**src/rtl/core/rnga_pkg.sv**
```systemverilog
package rnga_pkg;

    // Fixed field widths of the stream and configuration channels and of the client state
    localparam int CNT_W     = 7;
    localparam int IDX_W     = 6;
    localparam int S_DATA_W  = 8;
    localparam int M_DATA_W  = 16;
    localparam int STATE_W   = 2;

    localparam logic [CNT_W-1:0] CNT_RESET = 7'd5;

    typedef enum logic [0:0] {
        OP_REQUEST = 1'b0,
        OP_RELEASE = 1'b1
    } op_t;

    typedef enum logic [STATE_W-1:0] {
        CS_THINKING = 2'd0,
        CS_HUNGRY   = 2'd1,
        CS_EATING   = 2'd2
    } cstate_t;

    typedef enum logic [2:0] {
        S_CLEAR,
        S_IDLE,
        S_WRITE,
        S_RD_T,
        S_RD_L,
        S_RD_R,
        S_EVAL,
        S_DONE
    } fsm_t;

    typedef struct packed {
        logic clr_step;
        logic load_item;
        logic wr_self;
        logic rd_t;
        logic rd_l;
        logic rd_r;
        logic eval;
        logic next_tgt;
        logic out_load;
    } dp_cmd_t;

    typedef struct packed {
        logic clr_last;
        logic bad_in;
        logic op;
        logic phase;
    } dp_stat_t;

endpackage

```
**src/rtl/core/ring_neighbor_grant_arbiter.sv**
```systemverilog
// Ring neighbor grant arbiter: clients in a ring, neighbors share a resource.
// Slave stream carries one command per transaction: s_tuser is the operation
// (request or release), s_tdata the client index. The master stream returns one
// result per command: grant flags, both neighbor indexes and the bad-index flag.
// client_count is written over the cfg_valid/cfg_ready channel; the user must write it
// only while idle, and the block does not enforce it. Client states live in a RAM
// with one write and one read port and registered read; every access to it is one
// sequencer step. A request writes its own state, then reads itself and both
// neighbors and evaluates; a release writes its own state, then reads and evaluates
// its left, then its right neighbor; a bad index skips to the result. One at a time.
// The result sits in an output register; a stalled master holds it, and the
// block finishes the next command up to the point of loading it.
// After reset a clearing pass writes every client to thinking with s_tready
// low; configuration writes are taken during it.
// client_count resets to 5.
module ring_neighbor_grant_arbiter
    import rnga_pkg::*;
#(
    parameter int MAX_CLIENTS = 64
) (
    input  logic                aclk,
    input  logic                aresetn,
    input  logic                cfg_valid,
    output logic                cfg_ready,
    input  logic [CNT_W-1:0]    cfg_data,   // client_count
    input  logic                s_tvalid,
    output logic                s_tready,
    input  logic [S_DATA_W-1:0] s_tdata,    // client_index[5:0], zero pad
    input  logic                s_tuser,    // op
    output logic                m_tvalid,
    input  logic                m_tready,
    output logic [M_DATA_W-1:0] m_tdata     // self_granted, left_granted, right_granted,
                                            // left_index[5:0], right_index[5:0], bad_index
);

    dp_cmd_t  cmd;
    dp_stat_t stat;

    assign cfg_ready = 1'b1;

    rnga_ctrl u_ctrl (
        .aclk     (aclk),
        .aresetn  (aresetn),
        .s_tvalid (s_tvalid),
        .s_tready (s_tready),
        .m_tvalid (m_tvalid),
        .m_tready (m_tready),
        .stat     (stat),
        .cmd      (cmd)
    );

    rnga_datapath #(
        .MAX_CLIENTS (MAX_CLIENTS)
    ) u_datapath (
        .aclk     (aclk),
        .aresetn  (aresetn),
        .cfg_we   (cfg_valid && cfg_ready),
        .cfg_data (cfg_data),
        .s_op     (s_tuser),
        .s_index  (s_tdata[IDX_W-1:0]),
        .cmd      (cmd),
        .stat     (stat),
        .m_tdata  (m_tdata)
    );

    // a flagged index carries no grants and no neighbor indexes
    assert property (@(posedge aclk) disable iff (!aresetn)
        (m_tvalid && m_tdata[M_DATA_W-1]) |-> (m_tdata[M_DATA_W-2:0] == '0))
        else $error("bad index result carries payload");

    // a request grant excludes neighbor grants
    assert property (@(posedge aclk) disable iff (!aresetn)
        (m_tvalid && m_tdata[0]) |-> (!m_tdata[1] && !m_tdata[2]))
        else $error("self grant together with neighbor grant");

    // one command at a time
    assert property (@(posedge aclk) disable iff (!aresetn)
        (s_tvalid && s_tready) |=> !s_tready)
        else $error("command accepted while previous one in progress");

    // clearing pass follows reset
    assert property (@(posedge aclk)
        !aresetn |=> (!s_tready && !m_tvalid))
        else $error("ready or valid during clearing pass");

endmodule

```
**src/rtl/core/rnga_ram.sv**
```systemverilog
module rnga_ram #(
    parameter int WIDTH = 2,
    parameter int DEPTH = 64
) (
    input  logic                     clk,
    input  logic                     we,
    input  logic [$clog2(DEPTH)-1:0] waddr,
    input  logic [WIDTH-1:0]         wdata,
    input  logic [$clog2(DEPTH)-1:0] raddr,
    output logic [WIDTH-1:0]         rdata
);

    logic [WIDTH-1:0] mem [DEPTH];

    always_ff @(posedge clk) begin
        if (we) begin
            mem[waddr] <= wdata;
        end
        rdata <= mem[raddr];
    end

endmodule

```
**src/rtl/core/rnga_datapath.sv**
```systemverilog
module rnga_datapath
    import rnga_pkg::*;
#(
    parameter int MAX_CLIENTS = 64
) (
    input  logic                aclk,
    input  logic                aresetn,
    input  logic                cfg_we,
    input  logic [CNT_W-1:0]    cfg_data,
    input  logic                s_op,
    input  logic [IDX_W-1:0]    s_index,
    input  dp_cmd_t             cmd,
    output dp_stat_t            stat,
    output logic [M_DATA_W-1:0] m_tdata
);

    localparam int AW      = $clog2(MAX_CLIENTS);
    localparam int NW      = (AW > CNT_W) ? AW : CNT_W;
    localparam int MAX_CAP = (MAX_CLIENTS > 127) ? 127 : MAX_CLIENTS;

    function automatic logic [CNT_W-1:0] ring_left(input logic [CNT_W-1:0] i,
                                                   input logic [CNT_W-1:0] cnt);
        return (i == '0) ? cnt - 1'b1 : i - 1'b1;
    endfunction

    function automatic logic [CNT_W-1:0] ring_right(input logic [CNT_W-1:0] i,
                                                    input logic [CNT_W-1:0] cnt);
        logic [CNT_W-1:0] nxt;
        nxt = i + 1'b1;
        return (nxt >= cnt) ? '0 : nxt;
    endfunction

    function automatic logic [AW-1:0] to_addr(input logic [CNT_W-1:0] v);
        logic [NW-1:0] w;
        w = NW'(v);
        return w[AW-1:0];
    endfunction

    logic [CNT_W-1:0]   count_reg;
    logic [CNT_W-1:0]   eff_count;
    logic [CNT_W-1:0]   idx_in;
    logic [AW-1:0]      clr_cnt_reg;
    logic               op_reg;
    logic               phase_reg;
    logic               bad_reg;
    logic [CNT_W-1:0]   idx_reg;
    logic [CNT_W-1:0]   l_reg;
    logic [CNT_W-1:0]   r_reg;
    logic [CNT_W-1:0]   tgt_reg;
    logic [STATE_W-1:0] st_t_reg;
    logic [STATE_W-1:0] st_l_reg;
    logic               self_g_reg;
    logic               left_g_reg;
    logic               right_g_reg;
    logic [M_DATA_W-1:0] out_reg;

    logic               grant;
    logic               ram_we;
    logic [AW-1:0]      ram_waddr;
    logic [STATE_W-1:0] ram_wdata;
    logic [AW-1:0]      ram_raddr;
    logic [STATE_W-1:0] ram_rdata;

    assign eff_count = (count_reg > CNT_W'(MAX_CAP)) ? CNT_W'(MAX_CAP) : count_reg;
    assign idx_in    = CNT_W'(s_index);

    assign stat.clr_last = (clr_cnt_reg == AW'(MAX_CLIENTS - 1));
    assign stat.bad_in   = (idx_in >= eff_count);
    assign stat.op       = op_reg;
    assign stat.phase    = phase_reg;

    assign grant = (st_t_reg == CS_HUNGRY) && (st_l_reg != CS_EATING)
                && (ram_rdata != CS_EATING);

    always_comb begin
        ram_we    = 1'b0;
        ram_waddr = to_addr(tgt_reg);
        ram_wdata = CS_EATING;
        if (cmd.clr_step) begin
            ram_we    = 1'b1;
            ram_waddr = clr_cnt_reg;
            ram_wdata = CS_THINKING;
        end else if (cmd.wr_self) begin
            ram_we    = 1'b1;
            ram_waddr = to_addr(idx_reg);
            ram_wdata = (op_reg == OP_RELEASE) ? CS_THINKING : CS_HUNGRY;
        end else if (cmd.eval) begin
            ram_we = grant;
        end
    end

    always_comb begin
        ram_raddr = '0;
        if (cmd.rd_t) begin
            ram_raddr = to_addr(tgt_reg);
        end else if (cmd.rd_l) begin
            ram_raddr = to_addr(ring_left(tgt_reg, eff_count));
        end else if (cmd.rd_r) begin
            ram_raddr = to_addr(ring_right(tgt_reg, eff_count));
        end
    end

    rnga_ram #(
        .WIDTH (STATE_W),
        .DEPTH (MAX_CLIENTS)
    ) u_state_ram (
        .clk   (aclk),
        .we    (ram_we),
        .waddr (ram_waddr),
        .wdata (ram_wdata),
        .raddr (ram_raddr),
        .rdata (ram_rdata)
    );

    always_ff @(posedge aclk) begin
        if (!aresetn) begin
            count_reg   <= CNT_RESET;
            clr_cnt_reg <= '0;
        end else begin
            if (cfg_we) begin
                count_reg <= cfg_data;
            end
            if (cmd.clr_step) begin
                clr_cnt_reg <= clr_cnt_reg + 1'b1;
            end
        end
    end

    always_ff @(posedge aclk) begin
        if (cmd.load_item) begin
            op_reg      <= s_op;
            idx_reg     <= idx_in;
            bad_reg     <= stat.bad_in;
            l_reg       <= ring_left(idx_in, eff_count);
            r_reg       <= ring_right(idx_in, eff_count);
            tgt_reg     <= (s_op == OP_RELEASE) ? ring_left(idx_in, eff_count) : idx_in;
            phase_reg   <= 1'b0;
            self_g_reg  <= 1'b0;
            left_g_reg  <= 1'b0;
            right_g_reg <= 1'b0;
        end
        if (cmd.rd_l) begin
            st_t_reg <= ram_rdata;
        end
        if (cmd.rd_r) begin
            st_l_reg <= ram_rdata;
        end
        if (cmd.eval && grant) begin
            if (op_reg == OP_REQUEST) begin
                self_g_reg <= 1'b1;
            end else if (phase_reg) begin
                right_g_reg <= 1'b1;
            end else begin
                left_g_reg <= 1'b1;
            end
        end
        // advance to the right neighbour test of a release
        if (cmd.next_tgt) begin
            tgt_reg   <= r_reg;
            phase_reg <= 1'b1;
        end
        if (cmd.out_load) begin
            if (bad_reg) begin
                out_reg <= {1'b1, {(M_DATA_W-1){1'b0}}};
            end else begin
                out_reg <= {1'b0, r_reg[IDX_W-1:0], l_reg[IDX_W-1:0],
                            right_g_reg, left_g_reg, self_g_reg};
            end
        end
    end

    assign m_tdata = out_reg;

endmodule

```
**src/rtl/core/rnga_ctrl.sv**
```systemverilog
module rnga_ctrl
    import rnga_pkg::*;
(
    input  logic     aclk,
    input  logic     aresetn,
    input  logic     s_tvalid,
    output logic     s_tready,
    output logic     m_tvalid,
    input  logic     m_tready,
    input  dp_stat_t stat,
    output dp_cmd_t  cmd
);

    fsm_t state_reg, state_next;
    logic m_tvalid_reg, m_tvalid_next;
    logic out_free;
    logic accept;

    assign out_free = !m_tvalid_reg || m_tready;
    assign accept   = s_tvalid && (state_reg == S_IDLE);

    always_comb begin
        state_next = state_reg;
        unique case (state_reg)
            S_CLEAR: if (stat.clr_last) state_next = S_IDLE;
            S_IDLE: begin
                if (accept) state_next = stat.bad_in ? S_DONE : S_WRITE;
            end
            S_WRITE: state_next = S_RD_T;
            S_RD_T:  state_next = S_RD_L;
            S_RD_L:  state_next = S_RD_R;
            S_RD_R:  state_next = S_EVAL;
            S_EVAL: begin
                if (stat.op == OP_RELEASE && !stat.phase) begin
                    state_next = S_RD_T;
                end else begin
                    state_next = S_DONE;
                end
            end
            S_DONE:  if (out_free) state_next = S_IDLE;
            default: state_next = S_CLEAR;
        endcase
    end

    always_comb begin
        cmd      = '0;
        s_tready = 1'b0;
        unique case (state_reg)
            S_CLEAR: cmd.clr_step = 1'b1;
            S_IDLE: begin
                s_tready      = 1'b1;
                cmd.load_item = accept;
            end
            S_WRITE: cmd.wr_self = 1'b1;
            S_RD_T:  cmd.rd_t    = 1'b1;
            S_RD_L:  cmd.rd_l    = 1'b1;
            S_RD_R:  cmd.rd_r    = 1'b1;
            S_EVAL: begin
                cmd.eval     = 1'b1;
                cmd.next_tgt = (stat.op == OP_RELEASE) && !stat.phase;
            end
            S_DONE:  cmd.out_load = out_free;
            default: cmd = '0;
        endcase
    end

    always_comb begin
        if (cmd.out_load) begin
            m_tvalid_next = 1'b1;
        end else if (m_tready) begin
            m_tvalid_next = 1'b0;
        end else begin
            m_tvalid_next = m_tvalid_reg;
        end
    end

    always_ff @(posedge aclk) begin
        if (!aresetn) begin
            state_reg    <= S_CLEAR;
            m_tvalid_reg <= 1'b0;
        end else begin
            state_reg    <= state_next;
            m_tvalid_reg <= m_tvalid_next;
        end
    end

    assign m_tvalid = m_tvalid_reg;

endmodule

```
**config.mk**
```make
export PLATFORM = sky130hd
export DESIGN_NAME = ring_neighbor_grant_arbiter
export DESIGN_NICKNAME = d
export VERILOG_FILES = /design/src/rtl/core/rnga_pkg.sv /design/src/rtl/core/ring_neighbor_grant_arbiter.sv /design/src/rtl/core/rnga_ram.sv /design/src/rtl/core/rnga_datapath.sv /design/src/rtl/core/rnga_ctrl.sv
export SDC_FILE = /design/constraint.sdc
export NUM_CORES = 1
export LEC_CHECK = 0
export BUFFER_PORTS_ARGS = -buffer_cell sky130_fd_sc_hd__buf_2
export CAP_MARGIN = 20
export CELL_PAD_IN_SITES_DETAIL_PLACEMENT = 1
export CELL_PAD_IN_SITES_GLOBAL_PLACEMENT = 1
export CORE_MARGIN = 4
export CORE_UTILIZATION = 50
export CTS_CLUSTER_DIAMETER = 80
export DETAILED_ROUTE_END_ITERATION = 6
export PLACE_DENSITY_LB_ADDON = 0.1
export SLEW_MARGIN = 10
export SYNTH_ARGS = -nofsm -noshare
export SYNTH_HDL_FRONTEND = slang
export SYNTH_SLANG_ARGS = --single-unit
```
**constraint.sdc**
```tcl
create_clock -name aclk -period 10.35 [get_ports aclk]
set_clock_uncertainty 0.15 [all_clocks]
set_input_delay 0 -clock aclk [delete_from_list [all_inputs] [get_ports aclk]]
set_output_delay 0 -clock aclk [all_outputs]
set_load 0.01 [all_outputs]
```
# --- Word-level counts from Yosys, hierarchy flattened ---
# Memory sizes are Yosys's and may differ from the RTL's. A register that Yosys moved wholly into a read port is not among the register bits.
# Index checks and enable logic that the tools add are counted.
word_totals:
  ff_bits: 69
  latch_bits: 0
  ramBits: 128
  rom_bits: 0
  inputBits: 21
  word_cells: 106
  memories: 1
memory_table:
  columns: ["memory", "words", "word_bits", "read_ports", "rd_clocked_by_memory_dff", "write_ports", "line_no", "source"]
  rows:
  - ["u_datapath.u_state_ram.mem", 64, 2, 1, 1, 1, "rnga_ram.sv:13", "logic [WIDTH-1:0] mem [DEPTH];"]
op_classes:
  addsub: 6
  mul: 0
  div_mod_pow: 0
  n_lt_le_gt_ge: 4
  n_eq_ne: 14
  shift: 0
  muxes: 49
  bitwise: 0
  reduce_logical: 14
op_table:
  columns: ["op", "count"]
  rows:
  - ["$mux W6", 7]
  - ["$mux W7", 5]
  - ["$mux W1", 27]
  - ["$pmux W3 S8", 1]
  - ["$mux W16", 1]
  - ["$mux W3", 5]
  - ["$ge A7 B7 Y1", 2]
  - ["$logic_not A7 Y1", 2]
  - ["$eq A3 B3 Y1 const B", 4]
  - ["$add A6 B1 Y7 const B", 1]
  - ["$add A7 B1 Y7 const B", 1]
  - ["$ge A6 B7 Y1", 1]
  - ["$gt A7 B7 Y1 const B", 1]
  - ["$sub A6 B1 Y7 const B", 1]
  - ["$sub A7 B1 Y7 const B", 1]
  - ["$add A6 B1 Y6 const B", 1]
  - ["$eq A3 B2 Y1 const B", 2]
  - ["$eq A6 B6 Y1 const B", 1]
  - ["$mux W2", 3]
  - ["$ne A2 B2 Y1 const B", 3]
  - ["$sub A6 B1 Y6 const B", 1]
  - ["$logic_and A1 B1 Y1", 5]
  - ["$ne A2 B1 Y1 const B", 2]
  - ["$reduce_bool A2 Y1", 2]
  - ["other kinds (6)", 7]

# --- Logic depth before layout (Yosys ltp) ---
# Gate-level depths: netlist (run 1).
depth:
  depth_word: 8
  ltp_mapped: 19

# --- By module ---
# A second synthesis (run 1) with hierarchy kept.
hier_totals:
  cells_unflattened: 735
  area_unflattened_um2: 9514.1
by_module_without_submodules:
  columns: ["mod", "n_inst", "cells_each", "area_each_um2", "seq_area_each_um2"]
  rows:
  - ["rnga_ram", 1, 324, 5397.7, 3883.7]
  - ["rnga_datapath", 1, 371, 3784.9, 1781.7]
  - ["rnga_ctrl", 1, 38, 320.3, 80.1]
  - ["ring_neighbor_grant_arbiter", 1, 2, 11.3, 0.0]

# --- Worst setup path before layout (run 1) ---
# OpenSTA, ideal clock, no wires.
synth_timing:
  path_kind: "register to register"
  start: "reg u_ctrl.state_reg[0]"
  end: "mem u_datapath.u_state_ram.mem[0][0] (data pin)"
  t_arrival_ns: 4.432
  required_time_ns: 9.489
  setup_slack_ns: 5.057
  path_stages_with_launch: 5
  path_buffers: 1
  cell_sequence: "dfxtp_1 > clkbuf_1 > nor2_1 > clkinv_1 > nor3b_1"
synth_via:
  elab_chain_cells: 4
  word_cells_on_any_way: 6
  cone_classes: "eq/ne (1); mux (4); reduce/logical (1)"
synth_rtl:
  columns: ["item", "line_no", "source"]
  rows:
  - ["start: declaration", "rnga_ctrl.sv:14", "fsm_t state_reg, state_next;"]
  - ["start signal: assignment", "rnga_ctrl.sv:82", "state_reg <= state_next;"]
  - ["$eq A3 B2 Y1", "rnga_ctrl.sv:48", "unique case (state_reg)"]
  - ["$mux W1", "rnga_ctrl.sv:48", null]
  - ["$mux W2", "rnga_datapath.sv:83", "end else if (cmd.wr_self) begin"]
  - ["$mux W2 (*)", "rnga_datapath.sv:79", "if (cmd.clr_step) begin"]
  - ["via u_datapath.ram_wdata[0]", "rnga_datapath.sv:60", "logic [STATE_W-1:0] ram_wdata;"]
  - ["end: declaration", "rnga_ram.sv:13", null]
# The timed path passes the listed nets; every way through them passes the cells marked *.

# --- Final worst setup path (run 1) ---
layout_timing:
  start: "reg u_datapath.tgt_reg[0]"
  end: "reg u_datapath.u_state_ram.rdata[0], read port of u_datapath.u_state_ram.mem"
layout_via:
  elab_chain_cells: 6
  word_cells_on_any_way: 9
  cone_classes: "add/sub (2); order compare (1); mux (5); reduce/logical (1)"
layout_rtl:
  columns: ["item", "line_no", "source"]
  rows:
  - ["start: declaration", "rnga_datapath.sv:49", "logic [CNT_W-1:0] tgt_reg;"]
  - ["start signal: assignment", "rnga_datapath.sv:136", "tgt_reg <= (s_op == OP_RELEASE) ? ring_left(idx_in, eff_count) : idx_in;"]
  - ["start signal: assignment", "rnga_datapath.sv:159", "tgt_reg <= r_reg;"]
  - ["$add A7 B1 Y7", "rnga_datapath.sv:29", "nxt = i + 1'b1;"]
  - ["$ge A7 B7 Y1", "rnga_datapath.sv:30", "return (nxt >= cnt) ? '0 : nxt;"]
  - ["$mux W6", "rnga_datapath.sv:30", null]
  - ["$mux W6", "rnga_datapath.sv:98", "end else if (cmd.rd_r) begin"]
  - ["$mux W6", "rnga_datapath.sv:96", "end else if (cmd.rd_l) begin"]
  - ["$mux W6 (*)", "rnga_datapath.sv:94", "if (cmd.rd_t) begin"]
  - ["end: declaration", "rnga_ram.sv:10", "output logic [WIDTH-1:0] rdata"]
# Mark *: on every way between the ends. The rest lies on a longest branch, timed or not.
# A chain may end at the register's enable or synchronous reset.

==> flow_metrics.py, run 1 <==
metrics = {
    "logic_synthesis": {
        "synth_cell_types": 61,
        "synth_top_family_by_area": "simple AND/OR/NAND/NOR gates",
        "synthFlopType": "edfxtp_1",
        "ys_seq_elements": 199,
        "yosys.area_share.simple": 0.172,
        "synthMuxAreaShare": 0.0624,
        "synth_compound_area_frac": 0.0862,
        "synth_nets": 874,
        "synth_edf_count": 176,
        "synth_fa_ha_area_frac": 0.0324,
        "syn-cell-area_um2": 9580,
        "synth_warnings": 0,
        "synthXorXnorAreaFrac": 0.0174,
        "ys_seq_area_frac": 0.600,
        "syn_avg_cell_area_um2": 11.6,
        "async_flop_share": 0,
        "synth_cells": 829,
    },
    "final_layout": {
        "layout_common_cells": "edfxtp_1, nor2_1, nand2_1",
        "num-fill-cells": 1976,
        "diodes": 0,
        "fin_area_um2": 10800,
        "ff_latch_area_um2": 5750,
        "final_util": 0.577,
        "largest_reg_flops": 128,
        "num-nets-final": 929,
        "layout.cells.most_common": "edfxtp_1",
        "syn2layout_area_growth_pct": 13.1,
        "top_register": "u_datapath.u_state_ram.mem",
        "drive_gt1_frac": 0.116,
        "multi_input_area_um2": 3560,
    },
    "die": {
        "dieWidth_um": 146,
        "placementRows": 50,
        "ioPinCount": 40,
        "dieHeight_um": 146,
        "core_area_um2": 18800,
        "dieArea_um2": 21400,
        "start_util": 0.511,
    },
    "setup_path": {
        "worst-path-max-fanout": 50,
        "worstSetupPathType": "flop to flop",
        "crit_path_end_kind": "flop",
        "critPathBufInv": 1,
        "start_kind": "flop",
        "cp_data_required_time_ns": 10.50,
        "crit_arrival_ns": 5.41,
        "critPathSlowestCell": "edfxtp_1",
        "slowest_delay_ns": 0.58,
        "path_cells": "ha_1 > nor2b_1 > or2_2 > ha_1 > a21o_1 > a31oi_1 > maj3_1 > a211oi_2 > or3_1 > nand2_2 > buf_4 > mux2_2 > o211ai_1 > o311ai_0 > o211ai_1 > nand4_1",
        "cp_top_family": "simple AND/OR/NAND/NOR gates",
    },
    "power_and_ir_drop": {
        "pwr-share-comb": 0.054,
        "power_density_nw_per_um2": 151,
        "power_mw": 1.63,
        "clkPwrFrac": 0.411,
        "seqPwrFrac": 0.535,
        "internal_power_mw": 1.25,
        "peakVddDrop_mv": 0.122,
        "leakagePower_nw": 3.88,
        "p_sw_frac": 0.235,
        "p_sw_mw": 0.384,
    },
    "routing": {
        "firstDrtPassIters": 5,
        "drt_drc_violations_left": 0,
        "drt_wl_total_um": 25800,
        "vias_per_cell": 6.03,
        "drt-initial-drc-count": 539,
        "detail-route-antenna-nets": 0,
        "wire_per_inst_um": 22.8,
        "via_count": 6823,
    },
    "clock_network": {
        "clk_latency_ns": 0.45,
        "ctsRootBufferMaster": "clkbuf_16",
        "clock_path_buffers": 2,
        "clock-sinks": 199,
        "numCtsBuffers": 17,
        "cts_hold_buf": 33,
        "cts_resized": 0,
        "cts_tree": "yes",
        "path_clk_slew_ns": 0.07,
        "htree_levels": 4,
        "cts_setup_buffers": 0,
    },
    "global_routing": {
        "grt_max_degree": 65,
        "grt_usage": 0.246,
        "antenna_found_initial": 0,
        "grt_pass1_wl_um": 40900,
        "grt_overflow": 0,
        "grt_pass1_vias": 7252,
    },
    "placement": {
        "postPlaceCellArea_um2": 9910,
        "hpwl_um": 16800,
        "pre_cts_slack_ns": 5.16,
        "portBuffers": 36,
        "gp_congestion": 0.850,
    },
    "min_path": {
        "hold_path_class": "flop to flop",
    },
    "sta": {
        "setup_tns_ns": 0,
        "finalHoldViolCount": 0,
        "min_period_ns": 5.26,
        "tightest_slew_ns": 0.988,
        "clock.fmax_mhz": 190,
        "min_period_over_period": 0.508,
        "drv_slew": 0,
        "setup_viol": 0,
        "rsz0062_at_grt": "false",
        "slew_headroom": 0.337,
        "fin_ws_ns": 5.09,
    },
    "run": {
        "drv_cap": 0,
    },
    "outcome": {
        "status": "finished clean",
    },
}
==> worst register-to-register path: cells and delay by family (launching register included) <==
kind | cells | cell delay (ns)
compound gates | 6 | 1.16
fa+ha+maj | 3 | 0.86
buf+inv | 1 | 0.56
flops | 1 | 0.58
mux | 1 | 0.43
simple gates | 5 | 1.40
==> cells by family (layout without fill, tap and decap cells) <==
kind of cell / after synthesis / count (layout)
simple gates: 346 / 346
compound gates: 122 / 122
xor+xnor: 19 / 19
flops: 199 / 199
buf+inv: 59 / 127
fa+ha+maj: 25 / 25
mux: 58 / 58
other cells: 1 / 1
==> final timing paths <==
kind                                            from                                       to  slack [ns]  cells after the start
max                  u_datapath.tgt_reg[0]$_DFFE_PP_  u_datapath.u_state_ram.rdata[0]$_DFF_P_        5.09                     16
min          u_datapath.u_state_ram.rdata[0]$_DFF_P_         u_datapath.st_t_reg[0]$_DFFE_PP_        0.31                      0
max reg2reg          u_datapath.tgt_reg[0]$_DFFE_PP_  u_datapath.u_state_ram.rdata[0]$_DFF_P_        5.09                     16
min reg2reg  u_datapath.u_state_ram.rdata[0]$_DFF_P_         u_datapath.st_t_reg[0]$_DFFE_PP_        0.31                      0
==> layout make-up <==
cell class | count | area share
repair buffers | 78 | 0.0531
flip-flops and latches | 199 | 0.530
clock inverters | 13 | 0.0148
well taps | 234 | 0.0270
clock buffers | 19 | 0.0400
multi-input cells | 571 | 0.329
inverters | 17 | 0.00589
==> power groups by stage <==
stage | Combinational (mW) | Sequential (mW) | Clock [mW]
6_report | 0.0883 | 0.874 | 0.671
5_1_grt | 0.0977 | 0.875 | 0.713
4_1_cts | 0.0868 | 0.874 | 0.680
3_5_place_dp | 0.0762 | 0.892 | 0
3_3_place_gp | 0.0720 | 0.892 | 0
2_1_floorplan | 0.0481 | 0.890 | 0
==> through the flow <==
step | hold WS [ns] | instances
2_1_floorplan | -0.0511 | 829
3_3_place_gp | 0.0685 | 1065
3_5_place_dp | 0.0808 | 1065
4_1_cts | 0.306 | 1130
5_1_grt | 0.321 | 1131
6_report | 0.313 | 1131
==> synthesized netlist by cell type (11+ instances only) <==
cell,count,area share
a21oi_1,15,0.0078
a31oi_1,18,0.012
and3_1,25,0.016
clkbuf_1,26,0.010
dfxtp_1,23,0.048
edfxtp_1,176,0.55
ha_1,24,0.031
inv_1,16,0.0063
mux2_2,12,0.014
mux2i_1,44,0.046
nand2_1,85,0.033
nand3_1,44,0.023
nor2_1,106,0.042
nor2b_1,33,0.022
nor3_1,11,0.0057
o211ai_1,14,0.011
o21ai_0,30,0.016
xnor2_1,12,0.011
==> metal layers <==
metal  global-route usage  vias to the layer above  wire (um)
met2                0.392                      194      12100
met5                    0                        -          0
met1                0.350                     3445      11800
met4               0.0771                        0        486
met3               0.0372                       43       1380
li1                     -                     3141          -
Power figures use the tool's default switching activity.
==> run 2, diff against run 1 <==
Settings changed: ABC_AREA set to 1, CORE_UTILIZATION 50 to 48.
Clock period 10.35 ns to 5.5 ns, I/O delays scaled along.
==> flow_metrics.py, run 2 <==
metrics = {
    "logic_synthesis": {
        "synthFlopType": "edfxtp_1",
        "async_flop_share": 0,
        "syn_avg_cell_area_um2": 9.31,
        "synth_nets": 1118,
        "yosysTopAreaCell": "edfxtp_1",
        "synth_warnings": 0,
        "yosysMostFrequentCell": "edfxtp_1",
        "ys_seq_elements": 199,
        "synth.area.top_cells": "edfxtp_1, nand3_1, inv_1",
        "syn-cell-area_um2": 9990,
        "synth_cells": 1073,
        "synth_common_cells": "edfxtp_1, inv_1, nand2_1, nand3_1, nor2_1",
        "ys_seq_area_frac": 0.575,
        "synth_edf_count": 176,
        "synth_top_area_frac": 0.529,
        "synth_cell_types": 42,
    },
    "sta": {
        "tightest_slew_ns": 1.03,
        "min_period_ns": 4.19,
        "rsz0062_at_grt": "false",
        "drv_slew": 0,
        "slew_headroom": 0.317,
        "finalHoldViolCount": 0,
        "setup_tns_ns": 0,
        "min_period_over_period": 0.761,
        "clock.fmax_mhz": 239,
        "setup_viol": 0,
    },
    "global_routing": {
        "grt_pass1_wl_um": 42500,
        "grt_pass1_vias": 7937,
        "grt_max_degree": 66,
        "grt_overflow": 0,
        "antenna_found_initial": 0,
        "grt_usage": 0.233,
    },
    "final_layout": {
        "drive_gt1_frac": 0.0846,
        "syn2layout_area_growth_pct": 12.8,
        "largest_reg_flops": 128,
        "top_register": "u_datapath.u_state_ram.mem",
        "num-fill-cells": 2371,
        "diodes": 0,
        "layout.cells.most_common": "edfxtp_1",
        "num-nets-final": 1180,
        "layout_common_cells": "edfxtp_1, inv_1, nand2_1",
        "final_util": 0.554,
    },
    "placement": {
        "portBuffers": 36,
        "hpwl_um": 17600,
        "gp_congestion": 0.812,
    },
    "outcome": {
        "status": "finished clean",
    },
    "setup_path": {
        "r2r-start": "u_datapath.tgt_reg[0]$_DFFE_PP_",
        "crit_path_end_kind": "flop",
        "slowest_delay_ns": 0.59,
        "worst-path-max-fanout": 36,
        "worstSetupPathType": "flop to flop",
        "critPathLaunch": "u_datapath.tgt_reg[0]$_DFFE_PP_",
        "crit_path_frequent_cell": "nand2_1",
        "crit_arrival_ns": 4.35,
        "critPathBufInv": 1,
        "path_depth": 20,
        "start_kind": "flop",
        "r2r-end": "u_datapath.u_state_ram.rdata[0]$_DFF_P_",
        "path_cells": "ha_1 > nand2_1 > nor2_1 > nand2_1 > xnor2_1 > ha_1 > a31oi_1 > nand3_1 > nand2_1 > nand2_2 > nand2_2 > inv_1 > nand2_1 > nand2_1 > nand2_1 > nand3_1 > nand3_1 > nand3_1 > nand3_1 > nand2_1",
        "cp_data_required_time_ns": 5.66,
        "endpoint": "u_datapath.u_state_ram.rdata[0]$_DFF_P_",
        "worst-r2r-setup-slack_ns": 1.31,
        "critPathSlowestCell": "edfxtp_1",
        "cp_top_family": "simple AND/OR/NAND/NOR gates",
        "reg2reg_depth": 20,
    },
    "routing": {
        "drt_drc_violations_left": 0,
        "wire_per_inst_um": 18.8,
        "firstDrtPassIters": 5,
        "via_count": 7656,
        "detail-route-antenna-nets": 0,
        "drt_wl_total_um": 26600,
        "vias_per_cell": 5.40,
        "drt-initial-drc-count": 427,
    },
    "power_and_ir_drop": {
        "peakVddDrop_mv": 0.212,
        "leakagePower_nw": 4.57,
        "power_density_nw_per_um2": 376,
    },
    "clock_network": {
        "htree_levels": 4,
        "clock-sinks": 199,
        "cts_tree": "yes",
        "clock_path_buffers": 2,
        "path_clk_slew_ns": 0.08,
        "cts_setup_buffers": 0,
        "clk_latency_ns": 0.44,
        "ctsRootBufferMaster": "clkbuf_16",
        "numCtsBuffers": 17,
        "cts_hold_buf": 32,
        "cts_resized": 0,
    },
    "min_path": {
        "hold_path_class": "primary input to flop",
        "worstHoldPathCells": 2,
    },
    "die": {
        "ioPinCount": 40,
        "core_area_um2": 20400,
        "start_util": 0.491,
        "dieArea_um2": 23200,
        "dieHeight_um": 152,
        "placementRows": 52,
        "dieWidth_um": 152,
    },
    "run": {
        "drv_cap": 0,
    },
}
run 2: cell types whose count changed after synthesis, sizes merged, moves of 18 or more:
cell	before	now
nand2	86	175
mux2i	44	0
nor2b	33	0
nand3	45	150
inv	16	174
a21oi	15	33
and3	25	0
nor2	107	141
nand3b	2	40
run 2: area by class of cell:
class | count | area, um2 | share of cell area
Clock buffer | 17 | 425 | 0.0377
Clock inverter | 14 | 135 | 0.0120
Inverter | 175 | 657 | 0.0583
Multi-Input combinational cell | 663 | 3390 | 0.301
Sequential cell | 199 | 5750 | 0.510
Tap cell | 270 | 338 | 0.0300
Timing Repair Buffer | 79 | 583 | 0.0517
run 2: cell families after synthesis:
group / after synthesis / synth area share
AND/OR/NAND/NOR: 529 / 0.241
buffers and inverters: 211 / 0.0874
flip-flops: 199 / 0.575
adder cells (fa/ha/maj): 24 / 0.0300
XOR/XNOR: 10 / 0.00876
other: 1 / 0.000375
AO/OA/AOI/OAI: 99 / 0.0571
run 2: metal layers:
layer | GRT usage | vias to the layer above | part of all wire
li1 | - | 3715 | -
met1 | 0.280 | 3743 | 0.41
met2 | 0.424 | 147 | 0.53
met3 | 0.0318 | 51 | 0.033
met4 | 0.0912 | 0 | 0.029
met5 | 0 | - | 0
run 2: through the flow:
step	instances	setup WS [ns]	total power, mW	instance area (um2)	hold slack [ns]
after floorplan	1073	2.43	2.66	9990	-0.0511
after global placement	1354	1.37	3.03	10400	0.0656
after detailed placement	1354	1.31	3.07	10400	0.0703
after CTS	1417	1.29	4.28	11300	0.225
after global routing	1417	0.894	4.47	11300	0.260
final	1417	1.31	4.24	11300	0.255
run 2: where the power goes:
part           switching (mW)  leakage [nW]  total, mW  internal [mW]
combinational           0.820          2.49       1.08          0.263
clock                   0.594         0.275       1.19          0.599
sequential             0.0623          1.81       1.97           1.90
run 2: worst min-delay path by stage:
stage                     start                              endpoint  slack (ns)
finish                  s_tuser           u_datapath.op_reg$_DFFE_PP_        0.25
detailed placement  cfg_data[2]  u_datapath.count_reg[2]$_SDFFE_PN1P_        0.07
CTS                     s_tuser           u_datapath.op_reg$_DFFE_PP_        0.23
floorplan            s_tdata[0]       u_datapath.idx_reg[0]$_DFFE_PP_       -0.05
global route         s_tdata[4]       u_datapath.idx_reg[4]$_DFFE_PP_        0.26
global placement    cfg_data[0]  u_datapath.count_reg[0]$_SDFFE_PN1P_        0.07
==> run 3, diff against run 2 <==
Settings changed: ABC_AREA 1 to 0, CORE_UTILIZATION 48 to 50.
Clock period 5.5 ns to 4.2 ns, I/O delays scaled along.
==> flow_metrics.py, run 3 (same netlist as run 1, synthesis figures left out) <==
metrics = {
    "routing": {
        "firstDrtPassIters": 6,
        "wire_per_inst_um": 23.1,
        "drt_drc_violations_left": 0,
        "wl_met1_um": 12100,
        "drt-initial-drc-count": 602,
        "dr_wl_met2_um": 12900,
        "via_count": 6965,
        "detail-route-antenna-nets": 0,
        "drt_wl_total_um": 26700,
        "route.met3.wl_um": 1390,
        "vias_per_cell": 6.03,
        "highest_layer": "met4",
    },
    "power_and_ir_drop": {
        "p_sw_mw": 0.946,
        "power_density_nw_per_um2": 360,
        "seqPwrFrac": 0.535,
        "internal_power_mw": 3.08,
        "clkPwrFrac": 0.409,
        "pwr-share-comb": 0.055,
        "p_sw_frac": 0.235,
        "leakagePower_nw": 4.05,
        "peakVddDrop_mv": 0.290,
    },
    "setup_path": {
        "worst-path-max-fanout": 8,
        "r2r-start": "u_datapath.tgt_reg[1]$_DFFE_PP_",
        "crit_path_end_kind": "flop",
        "worstSetupPathType": "flop to flop",
        "start_kind": "flop",
        "reg2reg_depth": 17,
        "worst-r2r-setup-slack_ns": 0.17,
        "r2r-end": "u_datapath.u_state_ram.rdata[0]$_DFF_P_",
        "crit_arrival_ns": 4.18,
        "cp_data_required_time_ns": 4.35,
    },
    "placement": {
        "hpwl_um": 17400,
        "gp_congestion": 0.870,
        "portBuffers": 36,
    },
    "min_path": {
        "hold_path_class": "primary input to flop",
        "min-delay-start": "s_tdata[1]",
        "worstHoldPathCells": 2,
        "holdPathEnd": "u_datapath.idx_reg[1]$_DFFE_PP_",
    },
    "global_routing": {
        "grt_pass1_vias": 7325,
        "grt_overflow": 0,
        "antenna_found_initial": 0,
        "grt_usage": 0.253,
        "grt_pass1_wl_um": 41600,
        "grt_max_degree": 65,
    },
    "clock_network": {
        "htree_levels": 4,
        "path_clk_slew_ns": 0.08,
        "ctsRootBufferMaster": "clkbuf_16",
        "clock_path_buffers": 2,
        "clock-sinks": 199,
        "cts_tree": "yes",
        "clk_latency_ns": 0.44,
        "numCtsBuffers": 17,
    },
    "final_layout": {
        "num-nets-final": 953,
        "diodes": 0,
        "drive_gt1_frac": 0.149,
        "layout_common_cells": "edfxtp_1, nor2_1, nand2_1",
        "multi_input_area_um2": 3620,
        "final_util": 0.595,
        "syn2layout_area_growth_pct": 16.5,
        "num-fill-cells": 1947,
        "ff_latch_area_um2": 5750,
        "largest_reg_flops": 128,
        "top_register": "u_datapath.u_state_ram.mem",
        "layout.cells.most_common": "edfxtp_1",
    },
    "die": {
        "core_area_um2": 18800,
        "placementRows": 50,
        "start_util": 0.511,
        "dieHeight_um": 146,
        "dieArea_um2": 21400,
        "ioPinCount": 40,
        "dieWidth_um": 146,
    },
    "outcome": {
        "status": "finished clean",
    },
    "sta": {
        "tightest_slew_ns": 0.994,
        "setup_tns_ns": 0,
        "slew_headroom": 0.336,
        "setup_viol": 0,
        "finalHoldViolCount": 0,
        "whs_ns": 0.310,
        "clock.fmax_mhz": 248,
        "min_period_over_period": 0.960,
        "min_period_ns": 4.03,
        "drv_slew": 0,
    },
    "run": {
        "drv_cap": 0,
    },
}
run 3: worst max path at each step:
stage	from	endpoint	slack [ns]	cells after the start
2_1_floorplan	u_datapath.tgt_reg[0]$_DFFE_PP_	u_datapath.u_state_ram.rdata[1]$_DFF_P_	0.30	16
3_3_place_gp	u_datapath.tgt_reg[0]$_DFFE_PP_	u_datapath.u_state_ram.rdata[1]$_DFF_P_	0.19	16
3_5_place_dp	u_datapath.tgt_reg[1]$_DFFE_PP_	u_datapath.u_state_ram.rdata[0]$_DFF_P_	0.1	17
4_1_cts	u_datapath.tgt_reg[1]$_DFFE_PP_	u_datapath.u_state_ram.rdata[1]$_DFF_P_	0.01	16
5_1_grt	u_datapath.tgt_reg[0]$_DFFE_PP_	u_datapath.u_state_ram.rdata[0]$_DFF_P_	-0.01	17
6_report	u_datapath.tgt_reg[1]$_DFFE_PP_	u_datapath.u_state_ram.rdata[0]$_DFF_P_	0.17	17
run 3: final cells by class:
| type | instances | share of cell area |
|---|---|---|
| Inverter | 17 | 0.00571 |
| Sequential cell | 199 | 0.515 |
| Multi-Input combinational cell | 571 | 0.324 |
| Tap cell | 234 | 0.0262 |
| Clock inverter | 14 | 0.0141 |
| Timing Repair Buffer | 102 | 0.0766 |
| Clock buffer | 18 | 0.0384 |
run 3: per-layer routing:
| layer | GRT usage | vias up |
|---|---|---|
| met5 | 0 | - |
| met2 | 0.414 | 194 |
| met4 | 0.0616 | 0 |
| met1 | 0.353 | 3532 |
| li1 | - | 3206 |
| met3 | 0.0441 | 33 |
run 3: repair_timing:
action	in CTS	in global routing
hold buffers	32	0
resized for setup	0	18
endpoints found under the hold margin	36	0
buffers inserted	0	5
setup endpoints to repair	0	2
run 3: power groups by stage:
| stage | logic, mW | clock network, mW | registers (mW) |
|---|---|---|---|
| 6_report | 0.222 | 1.65 | 2.16 |
| 5_1_grt | 0.246 | 1.76 | 2.16 |
| 4_1_cts | 0.214 | 1.66 | 2.15 |
| 3_5_place_dp | 0.186 | 0 | 2.20 |
| 3_3_place_gp | 0.177 | 0 | 2.20 |
| 2_1_floorplan | 0.119 | 0 | 2.19 |
run 3: metrics by stage:
| step | cell area [um2] | setup WS, ns | instances | power (mW) |
|---|---|---|---|---|
| 2_1_floorplan | 9590 | 0.301 | 829 | 2.31 |
| 3_3_place_gp | 10100 | 0.189 | 1085 | 2.38 |
| 3_5_place_dp | 10100 | 0.0966 | 1085 | 2.39 |
| 4_1_cts | 11000 | 0.0122 | 1149 | 4.03 |
| 5_1_grt | 11200 | -0.0146 | 1155 | 4.16 |
| 6_report | 11200 | 0.168 | 1155 | 4.03 |
run 3: worst max-delay path, stage by stage, from the launching register on:
cell and delay [ns]:
edfxtp_1 0.42, ha_2 0.20, nor2b_1 0.14, or2_2 0.28, ha_1 0.31, a21o_1 0.14
a31oi_2 0.04, maj3_2 0.33, a211oi_4 0.27, o21ai_2 0.13, and2_2 0.23, a21o_1 0.20
a221oi_2 0.30, buf_6 0.19, o311ai_0 0.17, buf_4 0.19, o311ai_1 0.08, nand4_1 0.14
